### config.mk
export PLATFORM = sky130hd
export DESIGN_NAME = pcm_regs
export DESIGN_NICKNAME = d
export VERILOG_FILES = /design/src/hw/rtl/pcm_pkg.sv /design/src/hw/rtl/pcm_regs.sv
export SDC_FILE = /design/constraint.sdc
export NUM_CORES = 1
export LEC_CHECK = 0
export ABC_CLOCK_PERIOD_IN_PS = 1600
export BUFFER_PORTS_ARGS = -buffer_cell sky130_fd_sc_hd__buf_4
export CELL_PAD_IN_SITES_DETAIL_PLACEMENT = 1
export CELL_PAD_IN_SITES_GLOBAL_PLACEMENT = 1
export CORE_AREA = 2 2 149 151
export CTS_CLUSTER_DIAMETER = 30
export DETAILED_ROUTE_END_ITERATION = 7
export DIE_AREA = 0 0 151 153
export PLACE_DENSITY_LB_ADDON = 0.1
export SETUP_SLACK_MARGIN = 0.05
export SYNTH_ARGS = -nofsm -noshare
export SYNTH_HDL_FRONTEND = slang
export SYNTH_SLANG_ARGS = --single-unit
### constraint.sdc
create_clock -name clk -period 1.6 [get_ports clk]
set_clock_uncertainty 0.1 [all_clocks]
set_input_delay 0.24 -clock clk [delete_from_list [all_inputs] [get_ports clk]]
set_output_delay 0.24 -clock clk [all_outputs]
set_load 0.02 [all_outputs]
### src/hw/rtl/pcm_pkg.sv
// shared types, constants and fixed-point helpers of the three-mode pid controller
package pcm_pkg;

	localparam int WIDE_W = 50;
	localparam int PROD_W = 65;
	localparam int IDX_W  = 3;
	localparam int DEC_W  = 17;

	// deadbands, q16.16 magnitudes
	localparam logic [31:0] ERROR_DEADBAND  = 32'd0;
	localparam logic [31:0] OUTPUT_DEADBAND = 32'd0;

	localparam logic [1:0] MODE_INC   = 2'd0;
	localparam logic [1:0] MODE_POS   = 2'd1;
	localparam logic [1:0] MODE_DECAY = 2'd2;
	localparam logic [1:0] MODE_HOLD  = 2'd3;

	localparam logic [IDX_W-1:0] REG_MODE   = 3'd0;
	localparam logic [IDX_W-1:0] REG_GAIN_P = 3'd1;
	localparam logic [IDX_W-1:0] REG_GAIN_I = 3'd2;
	localparam logic [IDX_W-1:0] REG_GAIN_D = 3'd3;
	localparam logic [IDX_W-1:0] REG_ILIM   = 3'd4;
	localparam logic [IDX_W-1:0] REG_PLIM   = 3'd5;
	localparam logic [IDX_W-1:0] REG_OLIM   = 3'd6;
	localparam logic [IDX_W-1:0] REG_DECAY  = 3'd7;

	typedef struct packed {
		logic [1:0]          mode;
		logic signed [31:0]  gain_p;
		logic signed [31:0]  gain_i;
		logic signed [31:0]  gain_d;
		logic signed [31:0]  integral_limit;
		logic signed [31:0]  p_term_limit;
		logic signed [31:0]  output_limit;
		logic [DEC_W-1:0]    decay_factor;
	} cfg_t;

	typedef enum logic [3:0] {
		ST_IDLE,
		ST_ERR,
		ST_DIFF,
		ST_MDEC,
		ST_MULP,
		ST_MULD,
		ST_MULI,
		ST_MULL,
		ST_MWB,
		ST_FIN1,
		ST_FIN2,
		ST_DONE,
		ST_CLEAR
	} state_t;

	typedef enum logic [2:0] {
		MUL_NONE,
		MUL_DEC,
		MUL_P,
		MUL_D,
		MUL_I,
		MUL_L
	} mul_op_t;

	typedef enum logic [2:0] {
		DP_NONE,
		DP_ERR,
		DP_DIFF,
		DP_FIN1,
		DP_FIN2,
		DP_COMMIT,
		DP_CLEAR
	} dp_op_t;

	typedef struct packed {
		logic    load;
		dp_op_t  op;
		mul_op_t mul;
	} dp_cmd_t;

	typedef struct packed {
		logic               hit;
		logic signed [31:0] val;
	} res_t;

	function automatic logic signed [WIDE_W-1:0] sx(input logic signed [31:0] v);
		return WIDE_W'(v);
	endfunction

	function automatic res_t sat32(input logic signed [WIDE_W-1:0] v);
		res_t r;
		if (v > sx(32'sh7fffffff)) begin
			r.hit = 1'b1;
			r.val = 32'sh7fffffff;
		end else if (v < sx(32'sh80000000)) begin
			r.hit = 1'b1;
			r.val = 32'sh80000000;
		end else begin
			r.hit = 1'b0;
			r.val = v[31:0];
		end
		return r;
	endfunction

	// symmetric clamp, a negative limit leaves the value alone
	function automatic res_t trim(input logic signed [31:0] v, input logic signed [31:0] lim);
		res_t r;
		logic signed [32:0] neg_lim;
		neg_lim = -33'(lim);
		r.hit = 1'b0;
		r.val = v;
		if (!lim[31]) begin
			if (33'(v) < neg_lim) begin
				r.hit = 1'b1;
				r.val = neg_lim[31:0];
			end else if (v > lim) begin
				r.hit = 1'b1;
				r.val = lim;
			end
		end
		return r;
	endfunction

	function automatic logic [32:0] mag33(input logic signed [31:0] v);
		logic signed [32:0] w;
		w = 33'(v);
		return v[31] ? 33'(-w) : 33'(w);
	endfunction

endpackage

### src/hw/rtl/pcm_regs.sv
// configuration registers of the pid controller
module pcm_regs (
	input  logic                            clk,
	input  logic                            arst_n,
	input  logic                            cfg_we,
	input  logic [pcm_pkg::IDX_W-1:0]       cfg_index,
	input  logic [31:0]                     cfg_data,
	output pcm_pkg::cfg_t                   cfg
);
	import pcm_pkg::*;

	cfg_t cfg_q;

	always_ff @(posedge clk or negedge arst_n) begin
		if (!arst_n) begin
			cfg_q.mode           <= MODE_POS;
			cfg_q.gain_p         <= '0;
			cfg_q.gain_i         <= '0;
			cfg_q.gain_d         <= '0;
			cfg_q.integral_limit <= -32'sd65536;
			cfg_q.p_term_limit   <= -32'sd65536;
			cfg_q.output_limit   <= -32'sd65536;
			cfg_q.decay_factor   <= 17'd65536;
		end else if (cfg_we) begin
			case (cfg_index)
				REG_MODE:   cfg_q.mode           <= cfg_data[1:0];
				REG_GAIN_P: cfg_q.gain_p         <= cfg_data;
				REG_GAIN_I: cfg_q.gain_i         <= cfg_data;
				REG_GAIN_D: cfg_q.gain_d         <= cfg_data;
				REG_ILIM:   cfg_q.integral_limit <= cfg_data;
				REG_PLIM:   cfg_q.p_term_limit   <= cfg_data;
				REG_OLIM:   cfg_q.output_limit   <= cfg_data;
				REG_DECAY:  cfg_q.decay_factor   <= cfg_data[DEC_W-1:0];
				default: begin
				end
			endcase
		end
	end

	assign cfg = cfg_q;

endmodule

==> impl_metrics.toml, run 1 <==
[floorplan]
io_pins = 249
fp.dieW_um = 151
initial_core_util_pct = 39.3
core_mm2 = 0.0215
fp-row-count = 54
die_y_um = 153
die_area_mm2 = 0.0231

[finish]
syn2layout_area_growth_pct = 51.5
fin_nets = 825
multiInputGateArea_mm2 = 0.00286
final_layout_size_suffix_gt1_share_pct = 75.2
seq_area_mm2 = 0.00534
nFillCells = 1972
n_antenna_cell = 0
largest_register_ffs = 211

[grt]
grt_pass1_wl_mm = 36.5
grt-ovfl-total = 0
grt_max_degree = 48
gr-usage-all-layers_pct = 20.7
grt_pass1_vias = 6086
antenna_found_initial = 0

[timing]
setup_tns_ns = 0
min_period_ns = 1.54
maxSlewViolCount = 0
max_freq_ghz = 0.651
relSlewSlack_pct = 77.2
setup_violations = 0
rsz0062_at_grt = "yes"
period_share_pct = 96.0
tightest_slew_ns = 0.342
hold_violations = 0
hold_ws_ns = 0.115

[cts]
clock_latency_ns = 0.51
cts-root-buf = "clkbuf_16"
cts_max_path_buffers = 3
cts_tree = "done"
clk_pin_slew_ns = 0.05
numCtsBuffers = 47
clock-sinks = 211
cts_max_level = 2

[setup_path]
worstSetupPathType = "register to output pin"
path_delay_family = "flip-flops"
slowest_delay_ns = 0.56
worstPathCellList = "buf_6"
critPathLaunchType = "register"
worst-path-buf-inv = 1
arrival_ns = 1.20
critPathCaptureType = "output pin"
cp.required_ns = 1.26
cp_slowest_cell = "dfstp_2"
cp_max_fo = 2

[place]
place.gp.congestion = 0.746
place_hpwl_mm = 15.3
io_buffer_count = 248

[flow_run]
max_cap_viol_count = 0

[yosys]
synth-edff-count = 0
yosysTopAreaCell = "dfrtp_1"
synthFlopType = "dfrtp_1"
synth-async-reset-ratio_pct = 100
ys_seq_area_share_pct = 63.2
synth.yosys.warnings = 0
synth.area.mux_share_pct = 32.1
ys_seq_elements = 211
synthSimpleGateAreaFrac_pct = 1.14
synth.area.top_cells = "dfrtp_1, mux2_2, mux2_4"
syn_nets = 494
netlist.area_leader.share_pct = 47.7
syn_inst = 456
synthXorXnorAreaFrac_pct = 0
synth_top_family_by_area = "multiplexers"
synthDistinctLibCells = 13
synth_top_cells_by_count = "dfrtp_1, mux2_2, mux2_4, dfstp_2, buf_2"
synthAdderAreaFrac_pct = 0
synth_most_common_cell = "dfrtp_1"
syn_avg_cell_area_um2 = 18.5
netlist_area_mm2 = 0.00845
synth_compound_area_share_pct = 0

[min_path]
hold_class = "input pin to async pin"

[drt]
vias = 5302
wl_per_cell_um = 21.3
antenna_left = 0
vias_per_cell = 4.80
drc_errors = 0
wl_mm = 23.5
drt_pass1_iterations = 6
drt_iter0_drc = 127

[power]
leakage_nw = 5.99
vdd_ir_drop_max_uv = 1080
powerDensity_mw_per_mm2 = 1750

[status]
status = "finished clean"
final timing paths:
check	from	end	slack [ns]	cells after the start
min reg2reg	cfg[119]	cfg[119]	0.40	1
min in group clk	cfg_index[0]	cfg[149]	0.26	4
min	arst_n	cfg[157]	0.12	2
max in group asynchronous	arst_n	cfg[209]	0.66	3
max	cfg[98]	cfg[98]	0.06	1
max reg2reg	cfg[33]	cfg[33]	0.66	2
layout make-up:
class / instances / area share, %
Timing Repair Buffer: 308 / 21.1
Multi-Input combinational cell: 219 / 22.3
Clock inverter: 24 / 1.85
Tap cell: 280 / 2.73
Sequential cell: 211 / 41.7
Clock buffer: 63 / 10.3
power breakdown:
group / total [mW] / switching [mW] / internal [mW]
logic: 5.70 / 2.78 / 2.92
clock network: 9.23 / 2.98 / 6.25
registers: 7.51 / 0.761 / 6.75
total: 22.4 / 6.52 / 15.9
timing repair:
action / in CTS / in global routing
resized for setup: 8 / 27
hold endpoints to repair: 376 / 0
hold buffers: 33 / 0
endpoints found under the setup margin: 8 / 33
setup buffers: 1 / 2
stage by stage:
step,worst slack (ns),std cells,utilization [%],power (mW),instance area (µm²)
2_1_floorplan,0.111,456,-,10.3,8450
3_3_place_gp,-0.0498,982,50.1,12.9,10800
3_5_place_dp,-0.0790,982,50.1,13.0,10800
4_1_cts,0.0428,1103,59.1,22.6,12700
5_1_grt,0.0390,1105,59.6,23.4,12800
6_report,0.0634,1105,59.6,22.4,12800
cells in the final DEF (no fill, tap or decap):
cell / count
buf_12: 14
buf_4: 225
buf_6: 35
bufinv_16: 3
clkbuf_1: 10
clkbuf_16: 49
clkbuf_8: 5
clkinv_2: 6
clkinv_4: 2
clkinvlp_4: 12
dfrtp_1: 161
dfstp_2: 50
dlygate4sd3_1: 33
inv_6: 1
mux2_2: 121
mux2_4: 90
nand4_2: 1
nand4b_2: 3
nor4b_1: 1
nor4bb_4: 3
cell families (layout without fill, tap and decap cells):
logic type / Yosys count / count (layout)
flip-flops: 211 / 211
AND/OR/NAND/NOR: 8 / 8
buffers and inverters: 26 / 395
multiplexers: 211 / 211
routing by layer:
metal	vias up	GRT usage, %	wire length [µm]
li1	2309	-	-
met1	2767	25.6	9490
met2	185	34.7	11900
met3	41	6.84	1720
met4	0	5.92	461
met5	-	0	0
(Power assumes the default switching activity.)
==> run 2, diff against run 1 <==
Settings changed: CELL_PAD_IN_SITES_DETAIL_PLACEMENT 1 to not set, CELL_PAD_IN_SITES_GLOBAL_PLACEMENT 1 to not set, PLACE_DENSITY_LB_ADDON 0.1 to not set, REMOVE_ABC_BUFFERS set to 1.
==> run 2 against run 1 <==
Net effect:
- design area about the same
- first-iteration DRC count down 1.6%
- maximum frequency up 0.59%
- die area unchanged
- core utilization about the same
- routed wire length down 9.5%
- flip-flop and latch count unchanged
- sequential power about the same
- via count down 1.4%
- register-to-register slack about the same
- critical path depth unchanged
- critical path type unchanged
- largest cell class unchanged
==> impl_metrics.toml, run 2 (synthesized netlist as in run 1, its figures left out) <==
[grt]
antenna_found_initial = 0
grt_pass1_vias = 5865
grt_pass1_wl_mm = 33.4
grt_max_degree = 42
grt-ovfl-total = 0
gr-usage-all-layers_pct = 18.5

[cts]
cts-root-buf = "clkbuf_16"
cts_max_path_buffers = 3
clk_pin_slew_ns = 0.05
cts_tree = "done"
clock-sinks = 211
numCtsBuffers = 45
clock_latency_ns = 0.50
cts_max_level = 2

[finish]
final_layout_size_suffix_gt1_share_pct = 75.9
final_cell_mix = "buf_4, dfrtp_1, mux2_2"
fin_cells = 1109
n_antenna_cell = 0
syn2layout_area_growth_pct = 51.5
fin_util_pct = 59.6
largest_register_ffs = 211
layout_commonest_cell = "buf_4"
fin_nets = 832

[setup_path]
path_delay_family = "flip-flops"
critPathCaptureType = "output pin"
arrival_ns = 1.19
cp_slowest_cell = "dfstp_2"
cp_max_fo = 2
slowest_delay_ns = 0.56
worst-path-buf-inv = 1
worstPathCellList = "buf_6"
cp.required_ns = 1.26
worstSetupPathType = "register to output pin"
critPathLaunchType = "register"
r2r_slack_ns = 0.66

[drt]
drt_iter0_drc = 125
antenna_left = 0
wl_mm = 21.3
vias = 5229
wl_per_cell_um = 19.2
drt_pass1_iterations = 4
vias_per_cell = 4.72
drc_errors = 0

[timing]
rsz0062_at_grt = "yes"
hold_ws_ns = 0.143
maxSlewViolCount = 0
setup_tns_ns = 0
hold_violations = 0
relSlewSlack_pct = 71.8
period_share_pct = 95.5
setup_violations = 0
max_freq_ghz = 0.655
tightest_slew_ns = 0.423
min_period_ns = 1.53

[floorplan]
die_y_um = 153
io_pins = 249
initial_core_util_pct = 39.3
die_area_mm2 = 0.0231
fp-row-count = 54
core_mm2 = 0.0215
fp.dieW_um = 151

[place]
place_hpwl_mm = 14.5
placed_cells = 991
io_buffer_count = 248
place.gp.congestion = 0.708

[power]
vdd_ir_drop_max_uv = 906
leakage_nw = 6.03
powerDensity_mw_per_mm2 = 1720

[min_path]
hold_class = "input pin to async pin"

[status]
status = "finished clean"

[flow_run]
max_cap_viol_count = 0
==> run 2: cell types whose count changed in the layout (fill, tap and decap cells not counted), moves of 2 or more <==
cell        before  now
buf_4          225  246
buf_6           35   22
clkbuf_1        10    5
clkbuf_8         5    9
clkbuf_16       49   46
clkinvlp_4      12   10
inv_6            1    3
==> run 2: cell type report <==
class	instances	area, µm²
clock buffer	59	1280
clock inverter	23	241
fill	1629	8680
multi-input combinational	219	2860
sequential	211	5340
tap	280	350
timing repair buffer	317	2740
==> run 2: layer usage <==
layer | routed length, µm | global-route usage (%) | share of wire [%] | vias to the layer above
met2 | 10200 | 30.3 | 48 | 190
li1 | - | - | - | 2316
met4 | 389 | 4.72 | 1.8 | 0
met5 | 0 | 0 | 0 | -
met3 | 1630 | 6.24 | 7.6 | 36
met1 | 9080 | 23.7 | 43 | 2687
==> run 2: path summary, 6_finish.rpt <==
| path | start | end | depth (start not counted) |
|---|---|---|---|
| worst max-delay path | cfg[110] | cfg[110] | 1 |
| worst min-delay path | arst_n | cfg[94] | 2 |
| worst max register to register | cfg[102] | cfg[102] | 2 |
| worst min register to register | cfg[6] | cfg[6] | 1 |
| max in group asynchronous | arst_n | cfg[40] | 3 |
| min in group clk | cfg_index[0] | cfg[209] | 4 |
==> run 2: repair_timing <==
item,CTS,global route
setup buffers,0,3
hold endpoints to repair,383,0
hold buffers,33,0
setup endpoints to repair,2,22
gates resized for setup,2,20
==> run 2: power by group <==
part	total [mW]	switching (mW)	leakage, nW	internal [mW]
Clock	9.01	2.90	0.718	6.11
Sequential	7.49	0.743	2.46	6.74
Combinational	5.58	2.69	2.85	2.89
==> run 2: stage by stage <==
step | power [mW] | instance area [µm²] | setup slack [ns]
finish | 22.1 | 12800 | 0.0725
detailed placement | 13.0 | 10900 | -0.0548
global route | 23.0 | 12800 | 0.0375
CTS | 22.2 | 12700 | 0.0507
global placement | 12.8 | 10900 | -0.0389
floorplan | 10.3 | 8150 | -4.36
==> run 3, diff against run 2 <==
Settings changed: ABC_CLOCK_PERIOD_IN_PS 1600 to 1500, CAP_MARGIN set to 20.
Clock period 1.6 ns to 1.5 ns, I/O delays scaled along.
==> run 3 against run 2 <==
Net effect:
- the flow now finishes with violations (negative setup slack)
- sequential share of layout area is 0.25 points lower
- core utilization is 0.36 points higher
- critical endpoint is now cfg[106]
- register-to-register slack lost 0.23 ns
- clock power grew 2.7%
- via count up 0.19%
- highest routed layer unchanged
- count of clock-buffer cells in the layout is 6 lower
- combinational power up 10%
==> impl_metrics.toml, run 3 (synthesized netlist as in run 1, its figures left out) <==
[timing]
maxSlewViolCount = 0
min_period_ns = 1.51
max_freq_ghz = 0.661
period_share_pct = 101
rsz0062_at_grt = "yes"
setup_violations = 4
tightest_slew_ns = 0.419
fin_ws_ns = -0.0124
hold_violations = 0
relSlewSlack_pct = 72.1

[setup_path]
worstSetupPathType = "register to output pin"
critPathCaptureType = "output pin"
path_delay_family = "flip-flops"
cp.required_ns = 1.17
slowest_delay_ns = 0.55
worstPathCellList = "buf_6"
cp_slowest_cell = "dfstp_2"
critPathLaunchType = "register"
arrival_ns = 1.19
reg2reg_from = "cfg[65]"
cp_max_fo = 2
worst-path-buf-inv = 1
cp-startpoint = "cfg[106]"

[cts]
numCtsBuffers = 43
cts-root-buf = "clkbuf_16"
clk_pin_slew_ns = 0.05
cts_tree = "done"
clock-sinks = 211
cts_max_level = 2
cts_max_path_buffers = 3
clock_latency_ns = 0.51

[place]
place_hpwl_mm = 14.5
placed_cells = 988
place.gp.congestion = 0.721
io_buffer_count = 248

[grt]
grt-ovfl-total = 0
grt_max_degree = 44
grt_pass1_wl_mm = 33.7
gr-usage-all-layers_pct = 18.9
grt_pass1_vias = 5920
antenna_found_initial = 0

[floorplan]
io_pins = 249
die_y_um = 153
fp-row-count = 54
core_mm2 = 0.0215
die_area_mm2 = 0.0231
fp.dieW_um = 151
initial_core_util_pct = 39.3

[drt]
vias = 5239
wl_per_cell_um = 19.3
wl_mm = 21.5
drt_iter0_drc = 158
antenna_left = 0
vias_per_cell = 4.70
drt_pass1_iterations = 4
drc_errors = 0

[flow_run]
max_cap_viol_count = 0

[finish]
fin_cells = 1114
syn2layout_area_growth_pct = 52.4
final_layout_size_suffix_gt1_share_pct = 75.9
fin_util_pct = 60.0
final_cell_mix = "buf_4, dfrtp_1, mux2_2"
layout_commonest_cell = "buf_4"
largest_register_ffs = 211
nFillCells = 1645
fin_nets = 837
n_antenna_cell = 0

[power]
p_comb_share_pct = 26.3
p_clk_share_pct = 39.5
intPower_mw = 16.6
vdd_ir_drop_max_uv = 1180
p_switching_mw = 6.79
p_sw_share_pct = 29.0
powerDensity_mw_per_mm2 = 1820
seqPwrFrac_pct = 34.2
leakage_nw = 6.08

[min_path]
hold_class = "input pin to async pin"

[status]
status = "finished with violations"
violations = "negative setup slack"
-- run 3: per-layer routing --
metal	GRT usage [%]	share of wire (%)	up-vias	wire [µm]
met5	0	0	-	0
met4	5.43	1.7	0	372
met3	6.33	7.8	31	1680
met2	31.1	49	190	10500
met1	23.8	42	2687	8950
li1	-	-	2331	-
-- run 3: power by group through the flow --
stage | combinational [mW] | clock, mW | sequential [mW]
after floorplan | 1.51 | 0 | 9.47
after global routing | 6.49 | 9.78 | 8.17
after global placement | 5.76 | 0 | 7.95
after CTS | 6.17 | 9.43 | 8.02
after detailed placement | 5.83 | 0 | 8.01
final | 6.16 | 9.25 | 8.02
-- run 3: metrics by stage --
step	setup slack [ns]	hold slack (ns)	cell area (µm²)	total power [mW]	TNS [ns]
floorplan	-4.44	-0.171	8150	11.0	-430.55
global placement	-0.133	0.0945	10800	13.7	-10.79
detailed placement	-0.162	0.0936	10800	13.8	-15.23
CTS	-0.0329	0.124	12800	23.6	-0.474
global route	-0.0514	0.143	12900	24.4	-1.06
finish	-0.0124	0.123	12900	23.4	-0.0266
-- run 3: path summary, 6_finish.rpt --
| kind | to | slack [ns] | depth (start not counted) |
|---|---|---|---|
| worst max-delay path | cfg[106] | -0.01 | 1 |
| worst min-delay path | cfg[173] | 0.12 | 2 |
| worst max register to register | cfg[65] | 0.43 | 3 |
| worst min register to register | cfg[52] | 0.40 | 1 |
| max in group asynchronous | cfg[72] | 0.52 | 3 |
| min in group clk | cfg[178] | 0.21 | 4 |
-- run 3: layout make-up --
type / count / area [µm²] / share of cell area, %
Timing Repair Buffer: 324 / 2900 / 22.5
Multi-Input combinational cell: 219 / 2860 / 22.2
Clock buffer: 53 / 1150 / 8.95
Tap cell: 280 / 350 / 2.72
Clock inverter: 27 / 287 / 2.22
Sequential cell: 211 / 5340 / 41.5
-- run 3: what timing repair did --
action | CTS | global route
endpoints found under the hold margin | 387 | 0
resized for setup | 50 | 0
cloned | 0 | 0
setup buffers | 7 | 6
setup endpoints to repair | 50 | 51
hold buffers | 33 | 0
