==> config.mk <==
export PLATFORM = sky130hd
export DESIGN_NAME = pcm_ctrl
export DESIGN_NICKNAME = d
export VERILOG_FILES = /design/src/hw/rtl/pcm_pkg.sv /design/src/hw/rtl/pcm_ctrl.sv
export SDC_FILE = /design/constraint.sdc
export NUM_CORES = 1
export LEC_CHECK = 0
export ABC_AREA = 1
export BUFFER_PORTS_ARGS = -buffer_cell sky130_fd_sc_hd__buf_4
export CAP_MARGIN = 30
export CORE_AREA = 4 4 41 43
export DETAILED_ROUTE_END_ITERATION = 12
export DIE_AREA = 0 0 45 47
export PLACE_DENSITY = 0.58
export SYNTH_ARGS = -nofsm -noshare
export SYNTH_HDL_FRONTEND = slang
export SYNTH_SLANG_ARGS = --single-unit
==> constraint.sdc <==
create_clock -name clk -period 1.91 [get_ports clk]
set_clock_uncertainty 0.05 [all_clocks]
set_input_delay 0.2865 -clock clk [delete_from_list [all_inputs] [get_ports clk]]
set_output_delay 0.2865 -clock clk [all_outputs]
set_load 0.005 [all_outputs]
==> src/hw/rtl/pcm_pkg.sv <==
// shared types, constants and fixed-point helpers of the three-mode pid controller
package pcm_pkg;

	localparam int WIDE_W = 50;
	localparam int PROD_W = 65;
	localparam int IDX_W  = 3;
	localparam int DEC_W  = 17;

	// deadbands, q16.16 magnitudes
	localparam logic [31:0] ERROR_DEADBAND  = 32'd0;
	localparam logic [31:0] OUTPUT_DEADBAND = 32'd0;

	localparam logic [1:0] MODE_INC   = 2'd0;
	localparam logic [1:0] MODE_POS   = 2'd1;
	localparam logic [1:0] MODE_DECAY = 2'd2;
	localparam logic [1:0] MODE_HOLD  = 2'd3;

	localparam logic [IDX_W-1:0] REG_MODE   = 3'd0;
	localparam logic [IDX_W-1:0] REG_GAIN_P = 3'd1;
	localparam logic [IDX_W-1:0] REG_GAIN_I = 3'd2;
	localparam logic [IDX_W-1:0] REG_GAIN_D = 3'd3;
	localparam logic [IDX_W-1:0] REG_ILIM   = 3'd4;
	localparam logic [IDX_W-1:0] REG_PLIM   = 3'd5;
	localparam logic [IDX_W-1:0] REG_OLIM   = 3'd6;
	localparam logic [IDX_W-1:0] REG_DECAY  = 3'd7;

	typedef struct packed {
		logic [1:0]          mode;
		logic signed [31:0]  gain_p;
		logic signed [31:0]  gain_i;
		logic signed [31:0]  gain_d;
		logic signed [31:0]  integral_limit;
		logic signed [31:0]  p_term_limit;
		logic signed [31:0]  output_limit;
		logic [DEC_W-1:0]    decay_factor;
	} cfg_t;

	typedef enum logic [3:0] {
		ST_IDLE,
		ST_ERR,
		ST_DIFF,
		ST_MDEC,
		ST_MULP,
		ST_MULD,
		ST_MULI,
		ST_MULL,
		ST_MWB,
		ST_FIN1,
		ST_FIN2,
		ST_DONE,
		ST_CLEAR
	} state_t;

	typedef enum logic [2:0] {
		MUL_NONE,
		MUL_DEC,
		MUL_P,
		MUL_D,
		MUL_I,
		MUL_L
	} mul_op_t;

	typedef enum logic [2:0] {
		DP_NONE,
		DP_ERR,
		DP_DIFF,
		DP_FIN1,
		DP_FIN2,
		DP_COMMIT,
		DP_CLEAR
	} dp_op_t;

	typedef struct packed {
		logic    load;
		dp_op_t  op;
		mul_op_t mul;
	} dp_cmd_t;

	typedef struct packed {
		logic               hit;
		logic signed [31:0] val;
	} res_t;

	function automatic logic signed [WIDE_W-1:0] sx(input logic signed [31:0] v);
		return WIDE_W'(v);
	endfunction

	function automatic res_t sat32(input logic signed [WIDE_W-1:0] v);
		res_t r;
		if (v > sx(32'sh7fffffff)) begin
			r.hit = 1'b1;
			r.val = 32'sh7fffffff;
		end else if (v < sx(32'sh80000000)) begin
			r.hit = 1'b1;
			r.val = 32'sh80000000;
		end else begin
			r.hit = 1'b0;
			r.val = v[31:0];
		end
		return r;
	endfunction

	// symmetric clamp, a negative limit leaves the value alone
	function automatic res_t trim(input logic signed [31:0] v, input logic signed [31:0] lim);
		res_t r;
		logic signed [32:0] neg_lim;
		neg_lim = -33'(lim);
		r.hit = 1'b0;
		r.val = v;
		if (!lim[31]) begin
			if (33'(v) < neg_lim) begin
				r.hit = 1'b1;
				r.val = neg_lim[31:0];
			end else if (v > lim) begin
				r.hit = 1'b1;
				r.val = lim;
			end
		end
		return r;
	endfunction

	function automatic logic [32:0] mag33(input logic signed [31:0] v);
		logic signed [32:0] w;
		w = 33'(v);
		return v[31] ? 33'(-w) : 33'(w);
	endfunction

endpackage

==> src/hw/rtl/pcm_ctrl.sv <==
// sequencing state machine of the pid controller
module pcm_ctrl (
	input  logic              clk,
	input  logic              arst_n,
	input  logic [1:0]        mode,
	input  logic              s_tvalid,
	input  logic              s_tuser,
	output logic              s_tready,
	output logic              m_tvalid,
	input  logic              m_tready,
	output pcm_pkg::dp_cmd_t  cmd
);
	import pcm_pkg::*;

	state_t state_q, state_nxt;
	logic   out_valid_q;
	logic   out_free;
	logic   fire;

	assign out_free = !out_valid_q || m_tready;

	always_comb begin
		state_nxt = state_q;
		case (state_q)
			ST_IDLE: begin
				if (s_tvalid) state_nxt = s_tuser ? ST_CLEAR : ST_ERR;
			end
			ST_ERR: state_nxt = ST_DIFF;
			ST_DIFF: begin
				case (mode)
					MODE_DECAY: state_nxt = ST_MDEC;
					MODE_HOLD:  state_nxt = ST_DONE;
					default:    state_nxt = ST_MULP;
				endcase
			end
			ST_MDEC: state_nxt = ST_MULP;
			ST_MULP: state_nxt = ST_MULD;
			ST_MULD: state_nxt = ST_MULI;
			ST_MULI: state_nxt = (mode == MODE_INC) ? ST_MULL : ST_MWB;
			ST_MULL: state_nxt = ST_MWB;
			ST_MWB:  state_nxt = ST_FIN1;
			ST_FIN1: state_nxt = ST_FIN2;
			ST_FIN2: state_nxt = ST_DONE;
			ST_DONE: begin
				if (out_free) state_nxt = ST_IDLE;
			end
			ST_CLEAR: begin
				if (out_free) state_nxt = ST_IDLE;
			end
			default: state_nxt = ST_IDLE;
		endcase
	end

	always_comb begin
		s_tready = 1'b0;
		fire     = 1'b0;
		cmd.load = 1'b0;
		cmd.op   = DP_NONE;
		cmd.mul  = MUL_NONE;
		case (state_q)
			ST_IDLE: begin
				s_tready = 1'b1;
				cmd.load = s_tvalid;
			end
			ST_ERR:  cmd.op  = DP_ERR;
			ST_DIFF: cmd.op  = DP_DIFF;
			ST_MDEC: cmd.mul = MUL_DEC;
			ST_MULP: cmd.mul = MUL_P;
			ST_MULD: cmd.mul = MUL_D;
			ST_MULI: cmd.mul = MUL_I;
			ST_MULL: cmd.mul = MUL_L;
			ST_FIN1: cmd.op  = DP_FIN1;
			ST_FIN2: cmd.op  = DP_FIN2;
			ST_DONE: begin
				fire   = out_free;
				cmd.op = out_free ? DP_COMMIT : DP_NONE;
			end
			ST_CLEAR: begin
				fire   = out_free;
				cmd.op = out_free ? DP_CLEAR : DP_NONE;
			end
			default: begin
			end
		endcase
	end

	always_ff @(posedge clk or negedge arst_n) begin
		if (!arst_n) begin
			state_q     <= ST_IDLE;
			out_valid_q <= 1'b0;
		end else begin
			state_q <= state_nxt;
			if (fire) out_valid_q <= 1'b1;
			else if (m_tready) out_valid_q <= 1'b0;
		end
	end

	assign m_tvalid = out_valid_q;

endmodule

==> results.toml, run 1 <==
[outcome]
status = "finished, final reports clean"

[synthesis]
synth_area_leader_cell = "nand2_1"
async_flop_share_pct = 100
syn_nets = 97
ys_seq_elements = 5
yosysMostFrequentCell = "nand2_1"
yosysSeqAreaShare_pct = 26.0
yosysWarnings = 0
synthesis.area_um2 = 480
syn-mean-instance-area_um2 = 5.34
yosys-top-cells-count = "34 x nand2_1, 16 x nor2_1, 11 x inv_1, 6 x nand3_1, 6 x o21ai_0"
synth_enable_flop_cells = 0
ys_types = 13
synth_area_leaders = "nand2_1 27%, dfrtp_1 26%, nor2_1 13%, inv_1 8.6%, nand3_1 6.3%"
syn_inst = 90
yosysTopAreaCellShare_pct = 26.6
synth-main-ff-cell = "dfrtp_1"

[place]
io_buffers = 15
place_hpwl_um = 1050
gp_congestion = 0.805

[sta]
maxSlewHeadroom_pct = 81.1
hold_viol_final = 0
rsz0062_at_grt = "false"
fmax_ghz = 0.573
min_period_ns = 1.74
fin_crit_sh_pct = 91.3
max_slew.worst_pin.slew_ns = 0.284
setup_viol = 0
finalSetupTns_ns = 0
slew_violations = 0

[cells_and_area]
fin_nets = 118
drive_gt1_share_pct = 26.4
diodes = 0
area_growth_pct = 38.3

[global_routing]
grt_overflow_total = 0
antenna_found_initial = 0
grtUsageTotal_pct = 14.1
grt_pass1_wl_um = 2170
grt_pass1_vias = 536
grt_max_degree = 7

[die]
core_um2 = 1300
die_h_um = 47
num_rows = 13
start_util_pct = 36.9
ios = 16
die-area_um2 = 2120
die_width_um = 45

[flow_run]
maxCapViolations = 0

[hold_path]
min_from = "m_tready"
hold_end = "m_tvalid"
hold_class = "input port to register"
min_path_cells = 2

[power_and_ir_drop]
ir_worst_vdd_uv = 568
p_switching_uw = 518
clock_power_share_pct = 12.0
swShare_pct = 50.0
total_power_mw = 1.04
power_density_nw_per_um2 = 1560
power_frac_seq_pct = 24.4
p_leak_nw = 0.380
p_comb_share_pct = 63.6
intPower_uw = 517

[route]
drc = 0
dr.pass1.iters = 4
vias = 603
drtIter0Drc = 20
ant_nets = 0
routed_via_density = 4.82
wl_um = 1320
wl_per_cell_um = 10.6

[worst_setup_path]
arrival_ns = 1.41
cp-startpoint = "state_q[0]"
r2r_slack_ns = 0.46
rr_worst_depth = 6
critPathKind = "register to primary output"
endpoint_kind = "primary output"
required_ns = 1.57
rr_endpoint = "state_q[3]"
setup.worst_path.start_class = "register"
crit_fanout = 6
crit-reg2reg-launch = "state_q[2]"

[clock_network]
ctsHtreeMaxLevel = 1
cts_root_buf = "clkbuf_4"
clk_latency_ns = 0.25
cts_setup_buffers = 0
cts.clk_slew.worst_paths_ns = 0.05
cts_buffers = 3
clock-sinks = 5
cts_tree = "built"
cts_buffer_depth = 2
state kept, by name, summed over array words and instances, names as in the netlist:
register  count
state_q       4
m_tvalid      1
cells in the final DEF (no fill, tap or decap):
cell / n
clkinv_1: 1
a21oi_1: 2
nand3b_1: 1
dlygate4sd3_1: 1
nor2_2: 3
dfrtp_1: 2
nand2_2: 1
buf_4: 15
inv_2: 2
nor2_1: 15
dfrtp_2: 3
nand2_1: 34
o21ai_0: 6
nand3_1: 6
clkbuf_1: 1
inv_1: 11
nand4_1: 1
nor2_4: 2
clkbuf_4: 3
critical path: stages (launching register included):
cell and delay, ns:
dfrtp_2 0.45, nor2_4 0.15, nand3_1 0.12, nand2_2 0.10, inv_1 0.05, o21ai_0 0.15
buf_4 0.13
metal layers:
metal / up-vias / wire length, um / global-route usage [%]
met1: 252 / 587 / 18.6
met5: - / 0 / 0
met2: 32 / 593 / 22.0
li1: 317 / - / -
met3: 2 / 124 / 4.98
met4: 0 / 18 / 3.51
worst max path at each step:
stage                     endpoint  slack, ns
after global placement      cmd[5]       0.37
after CTS                   cmd[5]        0.1
after global routing        cmd[5]       0.02
final                       cmd[5]       0.17
after detailed placement    cmd[5]       0.37
after floorplan             cmd[5]       0.55
logic make-up (layout without fill, tap and decap cells):
group | count (synthesis) | after routing | synth area share [%]
simple gates | 63 | 63 | 54.7
compound gates | 8 | 8 | 8.33
flops | 5 | 5 | 26.0
buf+inv | 14 | 34 | 10.9
through the flow:
step / hold WS (ns) / util (%) / worst slack (ns) / instance area, um2 / instances
6_report: 0.202 / 51.1 / 0.166 / 664 / 125
4_1_cts: 0.200 / 49.8 / 0.100 / 648 / 125
3_5_place_dp: 0.0410 / 47.0 / 0.375 / 612 / 120
5_1_grt: 0.203 / 51.1 / 0.0186 / 664 / 125
2_1_floorplan: -0.0591 / - / 0.552 / 480 / 90
3_3_place_gp: 0.0416 / 47.0 / 0.373 / 612 / 120
layout make-up:
cell class / instances / area (um2)
Fill cell: 154 / 637
Tap cell: 15 / 18.8
Multi-Input combinational cell: 71 / 315
Sequential cell: 5 / 129
Inverter: 14 / 52.6
Timing Repair Buffer: 16 / 123
Clock buffer: 4 / 26.3
power by group through the flow:
stage,clock [mW],sequential [mW],combinational [mW]
floorplan,0,0.219,0.412
global placement,0,0.228,0.651
detailed placement,0,0.233,0.635
CTS,0.127,0.232,0.639
global route,0.134,0.266,0.759
finish,0.124,0.252,0.658
what timing repair did:
item / CTS / global route
setup endpoints to repair: 0 / 2
gates resized for setup: 0 / 6
endpoints found under the hold margin: 5 / 0
hold buffers: 1 / 0
Note: power is estimated with default switching activity, not from simulation.
==> inputs of run 2 (changes only) <==
CORE_AREA = default   (was 4 4 41 43)
CORE_MARGIN = 2   (was default)
CORE_UTILIZATION = 35   (was default)
DIE_AREA = default   (was 0 0 45 47)
PLACE_DENSITY = 0.57   (was 0.58)
clock period = 1.88 ns   (was 1.91 ns; I/O delays follow)
==> results.toml, run 2 (synthesis gave the netlist of run 1 again) <==
[sta]
fmax_ghz = 0.572
max_slew.worst_pin.slew_ns = 0.266
fin_crit_sh_pct = 92.9
rsz0062_at_grt = "false"
hold_viol_final = 0
slew_violations = 0
setup_viol = 0
finalSetupTns_ns = 0
finalWorstSetupSlack_ns = 0.133
maxSlewHeadroom_pct = 82.2
min_period_ns = 1.75

[route]
vias = 556
dr.pass1.iters = 4
drtIter0Drc = 6
ant_nets = 0
wl_um = 1240
drc = 0
routed_via_density = 4.45
wl_per_cell_um = 9.88

[clock_network]
clk_latency_ns = 0.24
cts.clk_slew.worst_paths_ns = 0.04
cts_buffers = 3
cts_setup_buffers = 0
cts_root_buf = "clkbuf_4"
clock-sinks = 5
ctsHtreeMaxLevel = 1
cts_tree = "built"
cts_buffer_depth = 2

[cells_and_area]
mostFrequentLayoutCell = "nand2_1"
layout_common_cells = "34 x nand2_1, 15 x nor2_1, 15 x buf_4, 11 x inv_1"
diodes = 0
drive_gt1_share_pct = 24.5
fin_nets = 118
area_growth_pct = 35.7
regMostFlops = "state_q"
largest_reg_flops = 4

[worst_setup_path]
rr_worst_depth = 7
required_ns = 1.55
crit_fanout = 6
endpoint_kind = "primary output"
arrival_ns = 1.42
crit-reg2reg-launch = "state_q[1]"
setup.worst_path.start_class = "register"
r2r_slack_ns = 0.47
rr_endpoint = "state_q[3]"
critPathKind = "register to primary output"

[hold_path]
hold_end = "m_tvalid"
hold_class = "input port to register"
min_from = "m_tready"
min_path_cells = 2

[place]
pre_cts_ws_ns = 0.346
place_hpwl_um = 1040
gp_congestion = 0.771
io_buffers = 15

[global_routing]
antenna_found_initial = 0
grt_pass1_vias = 470
grt_pass1_wl_um = 1890
grt_overflow_total = 0
grtUsageTotal_pct = 17.2
grt_max_degree = 7

[outcome]
status = "finished, final reports clean"

[die]
die_width_um = 41.1
die_h_um = 41.1
ios = 16
core_um2 = 1280
die-area_um2 = 1690
num_rows = 13
start_util_pct = 37.4

[flow_run]
maxCapViolations = 0

[power_and_ir_drop]
p_leak_nw = 0.380
power_density_nw_per_um2 = 1560
ir_worst_vdd_uv = 710
==> run 2: cell count changes in the layout (fill, tap and decap cells not counted) <==
cell	before	now
dfrtp_1	2	4
dfrtp_2	3	1
nor2_2	3	5
nor2_4	2	0
==> run 2: how the worst max path moves through the flow <==
stage	startpoint	cells after the start	slack, ns	end
global placement	state_q[0]	6	0.38	cmd[5]
CTS	state_q[0]	6	0.08	cmd[5]
global route	state_q[2]	6	0.02	cmd[5]
detailed placement	state_q[0]	6	0.35	cmd[5]
finish	state_q[2]	6	0.13	cmd[5]
floorplan	state_q[0]	5	0.53	cmd[5]
==> run 2: cell type report <==
class / count / area, um2
fill: 145 / 633
multi-input combinational: 71 / 305
sequential: 5 / 126
timing repair buffer: 16 / 123
inverter: 14 / 52.6
clock buffer: 4 / 26.3
tap: 15 / 18.8
==> run 2: worst max-delay path, cell delays in order (launching register included) <==
cell     delay (ns)
dfrtp_1        0.45
nor2_2         0.21
nand2_1        0.10
nand2_2        0.10
inv_1          0.05
o21ai_0        0.14
buf_4          0.13
==> run 2: timing repair <==
| action | in CTS | in global routing |
|---|---|---|
| setup endpoints to repair | 0 | 1 |
| hold buffers | 1 | 0 |
| endpoints found under the hold margin | 5 | 0 |
| resized for setup | 0 | 2 |
==> run 2: through the flow <==
stage                     total power, mW  hold WS [ns]  utilization [%]  area (um2)  std cells
final                                1.02         0.206             50.7         652        125
after global routing                 1.13         0.228             50.7         652        125
after CTS                            1.02         0.203             50.4         648        125
after detailed placement            0.891        0.0355             47.6         612        120
after global placement              0.892        0.0355             47.6         612        120
after floorplan                     0.641       -0.0636                -         480         90
==> run 2: metal layers <==
layer,part of all wire (%),routed length [um],track usage [%]
met3,1.9,24,0
met4,0,0,7.50
met5,0,0,0
met2,49,605,28.1
met1,49,605,23.7
==> run 2: report_power, final <==
group / leakage, nW / total, mW / switching (mW) / internal (mW)
sequential: 0.0625 / 0.243 / 0.0791 / 0.163
clock: 0.0150 / 0.121 / 0.0405 / 0.0800
combinational: 0.303 / 0.656 / 0.387 / 0.269
==> inputs of run 3 (changes only) <==
CORE_AREA = 2 2 39 41   (was default)
CORE_MARGIN = default   (was 2)
CORE_UTILIZATION = default   (was 35)
DIE_AREA = 0 0 41 43   (was default)
PLACE_DENSITY = 0.58   (was 0.57)
==> results.toml, run 3 (synthesis gave the netlist of run 1 again) <==
[place]
place_hpwl_um = 997
io_buffers = 15
gp_congestion = 0.877

[outcome]
status = "finished, final reports clean"

[worst_setup_path]
crit_fanout = 5
endpoint_kind = "primary output"
rr_worst_depth = 6
crit-reg2reg-launch = "state_q[2]"
critPathSlowestCell = "dfrtp_1"
rr_endpoint = "state_q[2]"
setup.worst_path.start_class = "register"
critPathKind = "register to primary output"
required_ns = 1.55
arrival_ns = 1.41
r2r_slack_ns = 0.49
path_cells = "inv_2 -> nor2_2 -> nand2_1 -> nand2_2 -> inv_1 -> o21ai_0 -> buf_4"
worst_path_largest_cell_delay_ns = 0.45

[global_routing]
antenna_found_initial = 0
grtUsageTotal_pct = 15.7
grt_max_degree = 7
grt_pass1_wl_um = 1920
grt_overflow_total = 0
grt_pass1_vias = 498

[die]
die-area_um2 = 1760
num_rows = 14
ios = 16
die_h_um = 43
core_um2 = 1380
die_width_um = 41
start_util_pct = 34.7

[hold_path]
min_from = "m_tready"
hold_end = "m_tvalid"
hold_class = "input port to register"
min_path_cells = 2

[route]
wl_um = 1210
vias = 586
route.met3.wl_um = 63
routed_via_density = 4.65
drc = 0
highest_layer = "met4"
wl_per_cell_um = 9.61
wl_met2_um = 547
dr.pass1.iters = 4
ant_nets = 0
drtIter0Drc = 18
met1_length_um = 580

[cells_and_area]
mostFrequentLayoutCell = "nand2_1"
fin_nets = 118
fill_cells = 165
regMostFlops = "state_q"
layout_common_cells = "34 x nand2_1, 15 x nor2_1, 15 x buf_4, 11 x inv_1"
drive_gt1_share_pct = 24.5
final_core_util_pct = 47.6
largest_reg_flops = 4
area_growth_pct = 37.0
diodes = 0

[sta]
fmax_ghz = 0.573
finalSetupTns_ns = 0
max_slew.worst_pin.slew_ns = 0.260
timing.hold.ws_ns = 0.205
min_period_ns = 1.75
maxSlewHeadroom_pct = 82.6
setup_viol = 0
hold_viol_final = 0
fin_crit_sh_pct = 92.9
rsz0062_at_grt = "false"
slew_violations = 0

[clock_network]
clock-sinks = 5
ctsHtreeMaxLevel = 1
cts_buffers = 3
cts_tree = "built"
cts.clk_slew.worst_paths_ns = 0.04
clk_latency_ns = 0.24
cts_buffer_depth = 2
cts_setup_buffers = 0
cts_root_buf = "clkbuf_4"

[power_and_ir_drop]
p_leak_nw = 0.381
power_density_nw_per_um2 = 1570
ir_worst_vdd_uv = 1020

[flow_run]
maxCapViolations = 0
==> run 3: cell counts in the layout (fill, tap and decap cells not counted) <==
Identical to the previous run, type by type.
==> run 3: what timing repair did <==
action	4_1_cts	5_1_grt
hold buffers	1	0
endpoints found under the hold margin	5	0
resized for setup	0	3
setup endpoints to repair	0	1
==> run 3: final cells by class <==
class	count	area (um2)	area share (%)
timing repair buffer	16	123	18.6
tap	16	20.0	3.04
sequential	5	126	19.2
clock buffer	4	26.3	3.99
multi-input combinational	71	310	47.1
inverter	14	52.6	7.98
==> run 3: per-layer routing <==
metal / track usage [%] / vias up
met4: 6.00 / 0
met5: 0 / -
met3: 4.71 / 4
met2: 21.3 / 17
met1: 22.7 / 250
li1: - / 315
==> run 3: stage by stage <==
stage / worst slack, ns / power, mW / cell area, um2 / cells
6_report: 0.133 / 1.03 / 658 / 126
5_1_grt: 0.00618 / 1.13 / 658 / 126
4_1_cts: 0.0365 / 1.02 / 649 / 126
3_5_place_dp: 0.300 / 0.898 / 613 / 121
3_3_place_gp: 0.319 / 0.902 / 613 / 121
2_1_floorplan: 0.527 / 0.641 / 480 / 90
==> run 3: worst max-delay path by stage <==
stage	end	cells past startpoint	slack, ns	from
6_report	cmd[5]	7	0.13	state_q[3]
3_5_place_dp	cmd[5]	6	0.30	state_q[0]
4_1_cts	cmd[5]	6	0.04	state_q[0]
5_1_grt	cmd[5]	7	0.006	state_q[3]
3_3_place_gp	cmd[5]	6	0.32	state_q[0]
2_1_floorplan	cmd[5]	5	0.53	state_q[0]
==> run 3: report_power, final <==
part	switching, mW	total [mW]	internal, mW
clock network	0.0383	0.118	0.0799
logic	0.393	0.667	0.274
registers	0.0842	0.248	0.164
total	0.515	1.03	0.518
==> run 3: worst max-delay path: cells and delay by family, from the launching register on <==
family          cells  cell delay (ns)
buf+inv             3             0.25
simple gates        3             0.34
compound gates      1             0.14
flops               1             0.45
